===== config.mk =====
export PLATFORM = sky130hd
export DESIGN_NAME = free_slot_fill_and_clear_unit
export DESIGN_NICKNAME = d
export VERILOG_FILES = /design/src/fscu_pkg.sv /design/src/free_slot_fill_and_clear_unit.sv /design/src/fscu_ram.sv /design/src/fscu_ctrl.sv /design/src/fscu_datapath.sv
export SDC_FILE = /design/constraint.sdc
export NUM_CORES = 2
export LEC_CHECK = 0
export ABC_AREA = 1
export BUFFER_PORTS_ARGS = -buffer_cell sky130_fd_sc_hd__buf_4
export CAP_MARGIN = 0
export CORE_MARGIN = 5
export CORE_UTILIZATION = 57
export DETAILED_ROUTE_END_ITERATION = 7
export GPL_TIMING_DRIVEN = 1
export PLACE_DENSITY_LB_ADDON = 0.2
export SYNTH_ARGS = -nofsm -noshare
export SYNTH_HDL_FRONTEND = slang
export SYNTH_SLANG_ARGS = --single-unit

===== constraint.sdc =====
create_clock -name clock -period 13.45 [get_ports clock]
set_clock_uncertainty 0.15 [all_clocks]
set_input_delay 0 -clock clock [delete_from_list [all_inputs] [get_ports clock]]
set_output_delay 0 -clock clock [all_outputs]
set_load 0.01 [all_outputs]

===== src/fscu_pkg.sv =====
package fscu_pkg;

   localparam int DEFAULT_MAX_SLOTS = 1024;
   localparam int WORD_BITS = 8;
   localparam logic [10:0] SLOT_COUNT_RESET = 11'd1024;

   localparam logic ACT_FILL = 1'b0;
   localparam logic ACT_CLEAR = 1'b1;
   localparam logic ST_DONE = 1'b0;
   localparam logic ST_FAIL = 1'b1;

   typedef struct packed {
      logic        action;
      logic [9:0]  first_slot;
      logic [9:0]  last_slot;
      logic [10:0] want_count;
   } req_type;

   typedef struct packed {
      logic        status;
      logic [9:0]  first_filled;
      logic [9:0]  last_filled;
      logic [10:0] cleared_count;
   } rsp_type;

   typedef struct packed {
      logic sweep;
      logic start;
      logic step;
      logic load;
   } cmd_type;

   typedef struct packed {
      logic sweep_last;
      logic run_last;
      logic out_free;
   } sts_type;

endpackage


===== src/free_slot_fill_and_clear_unit.sv =====
// Occupancy map of up to MAX_SLOTS slots, kept in a RAM of 8-slot words. After reset a clearing
// pass over every word empties the map, and no request is taken meanwhile. Each request visits
// its words in order: from the start word up to the word of the last slot in range, a fill
// stopping early once its wanted count is met. The RAM port does one read-modify-write of a word
// per cycle. One request is worked on at a time; a new one is taken while the previous beat
// waits on rsp_stall.
module free_slot_fill_and_clear_unit import fscu_pkg::*; #(
   parameter int MAX_SLOTS = DEFAULT_MAX_SLOTS
) (
   input  logic        clock,
   input  logic        reset,
   input  logic        req_valid,
   output logic        req_stall,
   input  req_type     req_data,
   output logic        rsp_valid,
   input  logic        rsp_stall,
   output rsp_type     rsp_data,
   input  logic        csr_we,
   input  logic [10:0] csr_wdata
);
   cmd_type cmd;
   sts_type sts;

   fscu_ctrl u_ctrl (
      .clock     (clock),
      .reset     (reset),
      .req_valid (req_valid),
      .req_stall (req_stall),
      .sts       (sts),
      .cmd       (cmd)
   );

   fscu_datapath #(.MAX_SLOTS(MAX_SLOTS)) u_datapath (
      .clock     (clock),
      .reset     (reset),
      .req_data  (req_data),
      .csr_we    (csr_we),
      .csr_wdata (csr_wdata),
      .cmd       (cmd),
      .sts       (sts),
      .rsp_valid (rsp_valid),
      .rsp_stall (rsp_stall),
      .rsp_data  (rsp_data)
   );
endmodule


===== src/fscu_ram.sv =====
module fscu_ram #(
   parameter int WIDTH = 8,
   parameter int DEPTH = 128
) (
   input  logic                             clock,
   input  logic                             we,
   input  logic [(DEPTH > 1 ? $clog2(DEPTH) : 1)-1:0] waddr,
   input  logic [WIDTH-1:0]                 wdata,
   input  logic [(DEPTH > 1 ? $clog2(DEPTH) : 1)-1:0] raddr,
   output logic [WIDTH-1:0]                 rdata
);
   logic [WIDTH-1:0] mem_ff [DEPTH];
   logic [WIDTH-1:0] rdata_ff;

   always_ff @(posedge clock) begin
      if (we) begin
         mem_ff[waddr] <= wdata;
      end
      rdata_ff <= mem_ff[raddr];
   end

   assign rdata = rdata_ff;
endmodule


===== src/fscu_ctrl.sv =====
module fscu_ctrl import fscu_pkg::*; (
   input  logic    clock,
   input  logic    reset,
   input  logic    req_valid,
   output logic    req_stall,
   input  sts_type sts,
   output cmd_type cmd
);
   typedef enum logic [3:0] {
      S_SWEEP = 4'b0001,
      S_IDLE  = 4'b0010,
      S_RUN   = 4'b0100,
      S_POST  = 4'b1000
   } state_type;

   state_type state_ff, state_in;

   always_comb begin
      state_in = state_ff;
      cmd = '0;
      unique case (state_ff)
         S_SWEEP: begin
            cmd.sweep = 1'b1;
            if (sts.sweep_last) state_in = S_IDLE;
         end
         S_IDLE: begin
            if (req_valid) begin
               cmd.start = 1'b1;
               state_in = S_RUN;
            end
         end
         S_RUN: begin
            cmd.step = 1'b1;
            if (sts.run_last) state_in = S_POST;
         end
         S_POST: begin
            if (sts.out_free) begin
               cmd.load = 1'b1;
               state_in = S_IDLE;
            end
         end
         default: state_in = S_SWEEP;
      endcase
   end

   always_ff @(posedge clock) begin
      if (reset) state_ff <= S_SWEEP;
      else state_ff <= state_in;
   end

   assign req_stall = (state_ff != S_IDLE);

   a_cmd_onehot: assert property (@(posedge clock) disable iff (reset)
      $onehot0({cmd.sweep, cmd.start, cmd.step, cmd.load}))
      else $error("More than one command at once.");
   a_run_after_start: assert property (@(posedge clock) disable iff (reset)
      cmd.start |=> cmd.step)
      else $error("A started item did not step.");
endmodule


===== src/fscu_datapath.sv =====
module fscu_datapath import fscu_pkg::*; #(
   parameter int MAX_SLOTS = DEFAULT_MAX_SLOTS
) (
   input  logic        clock,
   input  logic        reset,
   input  req_type     req_data,
   input  logic        csr_we,
   input  logic [10:0] csr_wdata,
   input  cmd_type     cmd,
   output sts_type     sts,
   output logic        rsp_valid,
   input  logic        rsp_stall,
   output rsp_type     rsp_data
);
   localparam int DEPTH = (MAX_SLOTS + WORD_BITS - 1) / WORD_BITS;
   localparam int AW = (DEPTH > 1) ? $clog2(DEPTH) : 1;
   localparam int OW = $clog2(WORD_BITS);
   localparam int CLG = $clog2(MAX_SLOTS) + 1;
   localparam int IW = (CLG > 11) ? CLG : 11;
   localparam logic [IW-1:0] MAX_N = IW'(MAX_SLOTS);

   logic [10:0]          slot_count_ff;
   logic                 act_ff;
   logic [IW-1:0]        lo_ff, hi_ff, n_ff;
   logic [AW-1:0]        end_ff, cur_ff;
   logic [10:0]          rem_ff, clr_ff;
   logic                 seen_ff;
   logic [9:0]           ff_ff, lf_ff;
   logic                 rsp_valid_ff;
   rsp_type              rsp_ff;

   logic [IW-1:0]        sc, n, lo, hi, nm1, end_slot, lo_sh, end_sh, start_sh;
   logic [AW-1:0]        raddr;
   logic [WORD_BITS-1:0] rdata, word;
   logic [10:0]          rem, clr;
   logic                 seen;
   logic [9:0]           ffv, lfv;

   always_comb begin
      sc = IW'(slot_count_ff);
      if (sc == '0) n = IW'(1);
      else if (sc > MAX_N) n = MAX_N;
      else n = sc;
      lo = IW'(req_data.first_slot);
      hi = IW'(req_data.last_slot);
      nm1 = n - IW'(1);
      if (req_data.action == ACT_FILL) end_slot = nm1;
      else end_slot = (hi > nm1) ? nm1 : hi;
      lo_sh = lo >> OW;
      end_sh = end_slot >> OW;
      start_sh = (lo_sh > end_sh) ? end_sh : lo_sh;
   end

   always_comb begin
      logic [IW-1:0] s;
      logic          inr;
      rem = rem_ff;
      clr = clr_ff;
      seen = seen_ff;
      ffv = ff_ff;
      lfv = lf_ff;
      word = rdata;
      for (int j = 0; j < WORD_BITS; j++) begin
         s = IW'({cur_ff, OW'(j)});
         inr = (s >= lo_ff) && (s < n_ff) && ((act_ff == ACT_FILL) || (s <= hi_ff));
         if (inr) begin
            if (act_ff == ACT_CLEAR) begin
               if (word[j]) clr = clr + 11'd1;
               word[j] = 1'b0;
            end else if (!word[j] && rem != '0) begin
               word[j] = 1'b1;
               if (!seen) ffv = s[9:0];
               lfv = s[9:0];
               seen = 1'b1;
               rem = rem - 11'd1;
            end
         end
      end
   end

   assign sts.sweep_last = (cur_ff == AW'(DEPTH - 1));
   assign sts.run_last = (cur_ff == end_ff) || ((act_ff == ACT_FILL) && (rem == '0));
   assign sts.out_free = !rsp_valid_ff || !rsp_stall;

   assign raddr = cmd.start ? start_sh[AW-1:0] : cur_ff + AW'(1);

   fscu_ram #(.WIDTH(WORD_BITS), .DEPTH(DEPTH)) u_ram (
      .clock (clock),
      .we    (cmd.sweep | cmd.step),
      .waddr (cur_ff),
      .wdata (cmd.sweep ? '0 : word),
      .raddr (raddr),
      .rdata (rdata)
   );

   always_ff @(posedge clock) begin
      if (reset) begin
         slot_count_ff <= SLOT_COUNT_RESET;
         cur_ff <= '0;
         rsp_valid_ff <= 1'b0;
      end else begin
         if (csr_we) slot_count_ff <= csr_wdata;
         if (cmd.sweep || cmd.step) cur_ff <= cur_ff + AW'(1);
         else if (cmd.start) cur_ff <= start_sh[AW-1:0];
         if (cmd.load) rsp_valid_ff <= 1'b1;
         else if (!rsp_stall) rsp_valid_ff <= 1'b0;
      end
   end

   always_ff @(posedge clock) begin
      if (cmd.start) begin
         act_ff <= req_data.action;
         lo_ff <= lo;
         hi_ff <= hi;
         n_ff <= n;
         end_ff <= end_sh[AW-1:0];
         rem_ff <= (req_data.want_count == '0) ? 11'd1 : req_data.want_count;
         clr_ff <= '0;
         seen_ff <= 1'b0;
         ff_ff <= '0;
         lf_ff <= '0;
      end else if (cmd.step) begin
         rem_ff <= rem;
         clr_ff <= clr;
         seen_ff <= seen;
         ff_ff <= ffv;
         lf_ff <= lfv;
      end
      if (cmd.load) begin
         rsp_ff.status <= (act_ff == ACT_FILL && !seen_ff) ? ST_FAIL : ST_DONE;
         rsp_ff.first_filled <= ff_ff;
         rsp_ff.last_filled <= lf_ff;
         rsp_ff.cleared_count <= clr_ff;
      end
   end

   assign rsp_valid = rsp_valid_ff;
   assign rsp_data = rsp_ff;

   a_fail_zero: assert property (@(posedge clock) disable iff (reset)
      (rsp_valid_ff && rsp_ff.status == ST_FAIL) |->
      (rsp_ff.first_filled == '0 && rsp_ff.last_filled == '0 && rsp_ff.cleared_count == '0))
      else $error("A failed fill reports slots.");
   a_fill_order: assert property (@(posedge clock) disable iff (reset)
      rsp_valid_ff |-> (rsp_ff.first_filled <= rsp_ff.last_filled))
      else $error("First filled slot lies after the last.");
   a_load_free: assert property (@(posedge clock) disable iff (reset)
      cmd.load |-> (!rsp_valid_ff || !rsp_stall))
      else $error("Result overwritten before it was taken.");
endmodule


== Word level (Yosys, flattened, before mapping) ==
Memory sizes are Yosys's and may differ from the RTL's. A register that Yosys moved wholly into a read port is not among the register bits.
Index checks and enable logic that the tools add are counted.

* Latch bits: 0
* Bits in registers: 137
* Logic and storage cells: 320
* Memories kept: 1
* RAM bits: 1024
* ROM bits: 0

{| class="wikitable"
|+ Memory list
! name !! depth !! bits a word !! read ports !! clocked after Yosys merged registers in !! write ports !! line !! source
|-
| u_datapath.u_ram.mem_ff || 128 || 8 || 1 || 1 || 1 || fscu_ram.sv:12 || <nowiki>logic [WIDTH-1:0] mem_ff [DEPTH];</nowiki>
|}

* Bitwise operators: 2
* Equality and inequality tests: 12
* Magnitude comparators: 27
* Shift operators: 0
* Muxes and demuxes: 180
* Multiply operators: 0
* Div/mod/pow operators: 0
* Add/subtract/negate cells: 18
* Reductions and logical operators: 62

{| class="wikitable"
|+ Operators with widths
! cell !! count
|-
| 11-bit 2-to-1 mux || 55
|-
| 10-bit 2-to-1 mux || 56
|-
| 11-bit by 1-bit subtractor with 11-bit output (second input constant) || 9
|-
| 11-bit by 1-bit adder with 11-bit output (second input constant) || 8
|-
| 10-bit by 11-bit less-than comparator with 1-bit output || 8
|-
| 11-bit nonzero test || 8
|-
| 10-bit greater-or-equal comparator || 8
|-
| 10-bit <= comparator || 8
|-
| 1-bit 2-to-1 mux || 59
|-
| 11-bit zero test || 3
|-
| 7-bit 2-to-1 mux || 4
|-
| 1-bit logical AND || 26
|-
| 4-bit 2-to-1 mux || 4
|-
| 4-bit one-hot mux with 4 select lines || 1
|-
| 10-bit by 11-bit greater-than comparator with 1-bit output || 1
|-
| 11-bit greater-than comparator (second input constant) || 1
|-
| 1-bit zero test || 11
|-
| 1-bit logical OR || 11
|-
| 7-bit by 8-bit greater-than comparator with 1-bit output || 1
|-
| 8-bit 2-to-1 mux || 1
|-
| 2-bit inequality test (second input constant) || 4
|-
| 7-bit by 1-bit adder with 7-bit output (second input constant) || 1
|-
| 7-bit equality test || 1
|-
| 7-bit equality test (second input constant) || 1
|-
| other kinds (10) || 11
|}

== Depth between registers and ports, before layout ==
* Depth in word-level cells: 45
* Depth in mapped cells: 91
* Gate-level depth less buffers: 89

== Modules after synthesis ==
A second synthesis with hierarchy kept.

* Cell total of the unflattened synthesis: 5545
* Area total of the unflattened synthesis: 55135.4 um2

{| class="wikitable"
|+ By module, submodules not included
! module !! cells each !! area an instance (um2) !! instances
|-
| fscu_ram || 3575 || 42104.1 || 1
|-
| fscu_datapath || 1924 || 12766.0 || 1
|-
| fscu_ctrl || 46 || 265.3 || 1
|}

== Least setup slack after synthesis ==
OpenSTA, ideal clock, no wires.

* Path kind: register to register
* Start point: register u_datapath.cur_ff[0]
* End point: memory u_datapath.u_ram.mem_ff[0][6], data pin
* Library setup time: 1.151 ns
* Cell stages (with the launch flop): 66
* Buffers on the path: 3
* Arrival: 12.505 ns
* Slack: -0.357 ns
* Cells stage by stage: dfxtp_1 clkbuf_1 clkinv_1 ha_1 nand2_1 nor2_1 nand3_2 nand3_4 nand2_2 nor2_4 o21ai_0 nand2_1 ha_1 nand3_1 inv_2 nand2_1 nor2_2 nand2_2 (+30 left out) o21ai_1 ha_1 nand3_2 nor2_4 nand3_2 nand2_2 nand2_1 nand2_1 inv_2 ha_1 nand3_1 nor2_1 nand2_1 nor2_1 nand2_4 buf_6 a21oi_1 nor3_1

* Cells in the longest elaborated chain, start to end: 35
* Elaborated cells on any way between the ends: 79
* Those cells by class: add/sub: 5; order compare: 21; mux: 20; reduce/logical: 33

{| class="wikitable"
|+ Ends and longest elaborated chain
! what !! line !! source
|-
| start: declaration || fscu_datapath.sv:25 || <nowiki>logic [AW-1:0] end_ff, cur_ff;</nowiki>
|-
| start signal: assignment || fscu_datapath.sv:103 || <nowiki>if (cmd.sweep || cmd.step) cur_ff <= cur_ff + AW'(1);</nowiki>
|-
| start signal: assignment || fscu_datapath.sv:104 || <nowiki>else if (cmd.start) cur_ff <= start_sh[AW-1:0];</nowiki>
|-
| parallel branches: the longest is 33 deep, another holds 10-bit by 11-bit less-than comparator with 1-bit output || -- ||
|-
| 1-bit 2-to-1 mux (*) || fscu_datapath.sv:66 || <nowiki>if (inr) begin</nowiki>
|-
| 8-bit 2-to-1 mux (*) || fscu_datapath.sv:91 || <nowiki>.wdata (cmd.sweep ? '0 : word),</nowiki>
|-
| net u_datapath.u_ram.wdata[6] || fscu_ram.sv:8 || <nowiki>input logic [WIDTH-1:0] wdata,</nowiki>
|-
| end: declaration || fscu_ram.sv:12 ||
|}

Mark *: on every way through the listed nets, which the timed path passes.

== Worst setup path after layout ==
* Start point: register u_datapath.cur_ff[0]
* End point: register u_datapath.lf_ff[6]

* Cells in the longest elaborated chain, start to end: 39
* Elaborated cells on any way between the ends: 109
* Those cells by class: add/sub: 6; order compare: 24; mux: 41; reduce/logical: 38

{| class="wikitable"
|+ Ends and longest elaborated chain
! what !! line !! source
|-
| parallel branches: the longest is 38 deep, another holds 10-bit by 11-bit less-than comparator with 1-bit output || -- ||
|-
| 10-bit 2-to-1 mux (*) || fscu_datapath.sv:66 ||
|-
| end signal: assignment || fscu_datapath.sv:127 || <nowiki>lf_ff <= lfv;</nowiki>
|-
| end: declaration || fscu_datapath.sv:28 || <nowiki>logic [9:0] ff_ff, lf_ff;</nowiki>
|}

Mark *: on every way between the ends.
A chain may end at the register's enable or synchronous reset.

==> metrics.md <==
| Metric | Value |
|---|---|
| Rows | 112 |
| Congestion Overflow GR | 0 |
| Top Ports | 82 |
| Number of global-route vias before repair | 36846 |
| Unrepaired setup endpoints after global routing | false |
| DR pass1 iterations | 8 |
| CTS H-tree depth | 3 |
| Die ar. | 0.0995 mm² |
| Synth Warn # | 0 |
| Min cycle time layout | 11.97 ns |
| Top-area cell type share of the netlist area | 62.4% |
| Synth area leader | edfxtp_1 |
| Worst slew margin | 23.9% |
| Status | finished clean |
| Worst-Margin Slew | 1.14 ns |
| Critical path class | flip-flop to flip-flop |
| Filler Cells Inserted | 7155 |
| Hold Crit Start | req_data[4] |
| CP max-delay cell | dfxtp_1 |
| Antenna Nets Post-Route | 0 |
| Initial core utilization | about 57% |
| Synth Register Bits | roughly 1200 |
| Post-synth net total | a little over 5000 |
| Largest net degree at the start of global routing | 176 |
| Pwr Total | 13.6 mW |
| # port buffers | 81 |
| Top cells by area, synth | edfxtp_1, nor2_1, o21ai_0 |
| Worst stage delay on the critical path | 0.67 ns |
| Gpl congestion | 0.924 |
| Final Hold Fails | 0 |
| Antenna violations before repair | 3 |
| Worst setup EP type | flip-flop |
| Fmax | 83.5 MHz |
| Die height | 315 µm |
| Clock Tree Root | clkbuf_16 |
| Area Overhead vs Synth | 11.8% |
| Max capacitance violation total | 0 |
| Register area share after synthesis | 64.8% |
| Initial DRC count | between 4000 and 5000 |
| Width of the die | 315 µm |
| Synth Area in XOR/XNOR | 1.25% |
| Startpoint types | flip-flop |
| Static leakage | about 21 nW |
| Worst flop-to-flop path endpoint | u_datapath.lf_ff[6] |
| Most used flip-flop cell after synthesis | edfxtp_1 |
| Final HPWL DP | 88900 µm |
| Simple-gate share of the synthesized area | between 10% and 20% |
| Hold endpoint | u_datapath.rem_ff[4] |
| NumNets Final | 5234 |
| WP buf/inv | 10 |
| Vias | 39142 |
| Worst hold slack | 0.0256 ns |
| Setup violators final | 0 |
| Post-Syn Area | 0.0532 mm² |
| CORE AREA | 0.0929 mm² |
| Worst-Skew Late Latency | 0.72 ns |
| Via/cell ratio | 6.04 |
| Power Dens Cells | approximately 230 mW/mm² |
| R2R depth | 77 |
| Mean Syn Cell Area | 10.5 µm² |
| Count of cell types in the netlist | 56 |
| CTS tree | yes |
| Fin util | 64.0% |
| Worst-path maximum fanout | 20 |
| CTS clock-pin slew for the worst setup and hold paths | ~0.06 ns |
| VDD IR-drop max | roughly 0.00023 V |
| DRC Markers | 0 |
| Cts repair resizes | 0 |
| CP top delay family | simple AND/OR/NAND/NOR gates |
| Worst reg2reg path startpoint | u_datapath.cur_ff[0] |
| WHS Path Cells | 4 |
| Worst path required time | 13.91 ns |
| Count of flip-flops with a built-in enable after synthesis | 1106 |
| Overall routing resource usage | 28.8% |
| Clk sinks | 1169 |
| Multiplexer share of the synthesized area | less than 1% |
| Post-CTS setup buffers | 0 |
| Post-synthesis adder-cell area fraction | 1.39% |
| Path type of the worst min-delay path | input pin to flip-flop |
| CP Data Arrival Time | 12.43 ns |
| Largest family of logic cells by synthesized area | simple AND/OR/NAND/NOR gates |
| WL final | 147000 µm |
| Clk buf depth | 3 |
| Setup slack on the worst flop-to-flop path | 1.48 ns |
| Share of cells above drive strength 1 | 8.52% |
| Compound-gate portion of the synthesized area | 12.9% |
| First-pass GRT wire length | 221000 µm |
| Fin. max-slew vios | 0 |
| Period Utilization, post-route | 89.0% |
| Per-cell routed wire length | between 20 and 25 µm |
| CP dominant cell by count | nand2_1 |
| TNS Setup | 0 ns |
| Async SR Flop Fraction | 0% |
| Num CTS Buffers | between 100 and 150 |
| Post-Synthesis Cells | 5048 |
cell usage after synthesis (12+ instances only):
| library cell | count |
|---|---|
| a21oi_1 | 59 |
| a31oi_1 | 21 |
| clkbuf_1 | 244 |
| dfxtp_1 | 63 |
| edfxtp_1 | 1106 |
| ha_1 | 59 |
| inv_1 | 361 |
| inv_2 | 22 |
| nand2_1 | 501 |
| nand2_2 | 28 |
| nand3_1 | 124 |
| nand4_1 | 76 |
| nor2_1 | 994 |
| nor2_2 | 26 |
| nor2_4 | 16 |
| nor3_1 | 42 |
| o211ai_1 | 39 |
| o21ai_0 | 740 |
| o21ai_1 | 12 |
| o221ai_1 | 35 |
| o22ai_1 | 296 |
| xnor2_1 | 20 |
| xor2_1 | 52 |
worst register-to-register path: cells and delay by family (launching register included):
family	cells	cell delay [ns]
AOI/OAI and AO/OA	5	0.79
xor gates and xnor gates	1	0.31
adders and majority gates	8	2.08
buffers and inverters	10	1.20
DFF	1	0.67
and+or+nand+nor	53	6.67
flip-flops by register name, summed over array words and instances, names as in the netlist, 7 cells and up:
| name | count |
|---|---|
| u_datapath.clr_ff | 11 |
| u_datapath.cur_ff | 7 |
| u_datapath.end_ff | 7 |
| u_datapath.ff_ff | 10 |
| u_datapath.hi_ff | 10 |
| u_datapath.lf_ff | 10 |
| u_datapath.lo_ff | 10 |
| u_datapath.n_ff | 11 |
| u_datapath.rem_ff | 11 |
| u_datapath.rsp_data | 32 |
| u_datapath.sc | 11 |
| u_datapath.u_ram.mem_ff | 1024 |
| u_datapath.u_ram.rdata | 8 |
per-layer routing:
metal / part of all wire [%] / GRT usage, % / up-vias
met5: 0.018 / 0 / -
li1: - / - / 18067
met3: 9.0 / 5.20 / 395
met4: 4.3 / 11.6 / 4
met1: 40 / 39.7 / 18812
met2: 47 / 46.1 / 1864
report_power, final:
part           leakage (nW)  switching (mW)  internal, mW
sequential             10.6           0.147          4.86
combinational          8.90            4.16          1.37
clock                  1.74            1.38          1.71
total                  21.3            5.69          7.94
worst max path at each step:
stage,start,end,slack [ns],depth (start not counted)
final,u_datapath.cur_ff[0],u_datapath.lf_ff[6],1.48,77
after global routing,u_datapath.cur_ff[0],u_ctrl.state_ff[1],0.17,84
after CTS,u_datapath.cur_ff[0],u_datapath.lf_ff[6],1.62,77
after detailed placement,u_datapath.cur_ff[0],u_datapath.lf_ff[6],1.68,77
after global placement,u_datapath.cur_ff[0],u_ctrl.state_ff[1],1.94,84
after floorplan,u_datapath.cur_ff[0],u_datapath.u_ram.mem_ff[0][7],0.33,76
layout make-up:
class                      count  area, µm²  area share (%)
antenna                        1       2.50         0.00421
timing repair buffer         221       1990            3.35
clock buffer                 158       3090            5.20
multi-input combinational   3226      16300            27.5
clock inverter                53        479           0.806
tap                         1254       1570            2.64
sequential                  1169      34500            58.0
inverter                     395       1500            2.52
placed cells by master, fill, tap and decap left out, types with 24 or more instances in the layout:
| cell | count |
|---|---|
| a21oi_1 | 58 |
| buf_4 | 123 |
| clkbuf_1 | 35 |
| clkbuf_16 | 115 |
| clkinv_1 | 24 |
| dfxtp_1 | 63 |
| dlygate4sd3_1 | 90 |
| edfxtp_1 | 1106 |
| ha_1 | 59 |
| inv_1 | 358 |
| nand2_1 | 500 |
| nand2_2 | 28 |
| nand3_1 | 124 |
| nand4_1 | 76 |
| nor2_1 | 993 |
| nor2_2 | 26 |
| nor3_1 | 36 |
| o211ai_1 | 39 |
| o21ai_0 | 738 |
| o221ai_1 | 35 |
| o22ai_1 | 296 |
| xor2_1 | 52 |
kinds of logic after synthesis:
| family | count (synthesis) |
|---|---|
| mux | 1 |
| buf+inv | 653 |
| simple gates | 1862 |
| xor+xnor | 74 |
| flops | 1169 |
| compound gates | 1230 |
| fa+ha+maj | 59 |
stage by stage:
stage / cell area, µm² / std cells / worst slack [ns]
floorplan: 53200 / 5048 / 0.331
global placement: 54900 / 6174 / 1.94
detailed placement: 54900 / 6174 / 1.68
CTS: 59400 / 6475 / 1.62
global route: 59400 / 6476 / 0.174
finish: 59400 / 6477 / 1.48
timing repair:
item	CTS	global route
hold buffers	90	0
endpoints found under the hold margin	114	0
setup endpoints to repair	0	0
(Power assumes the default switching activity.)
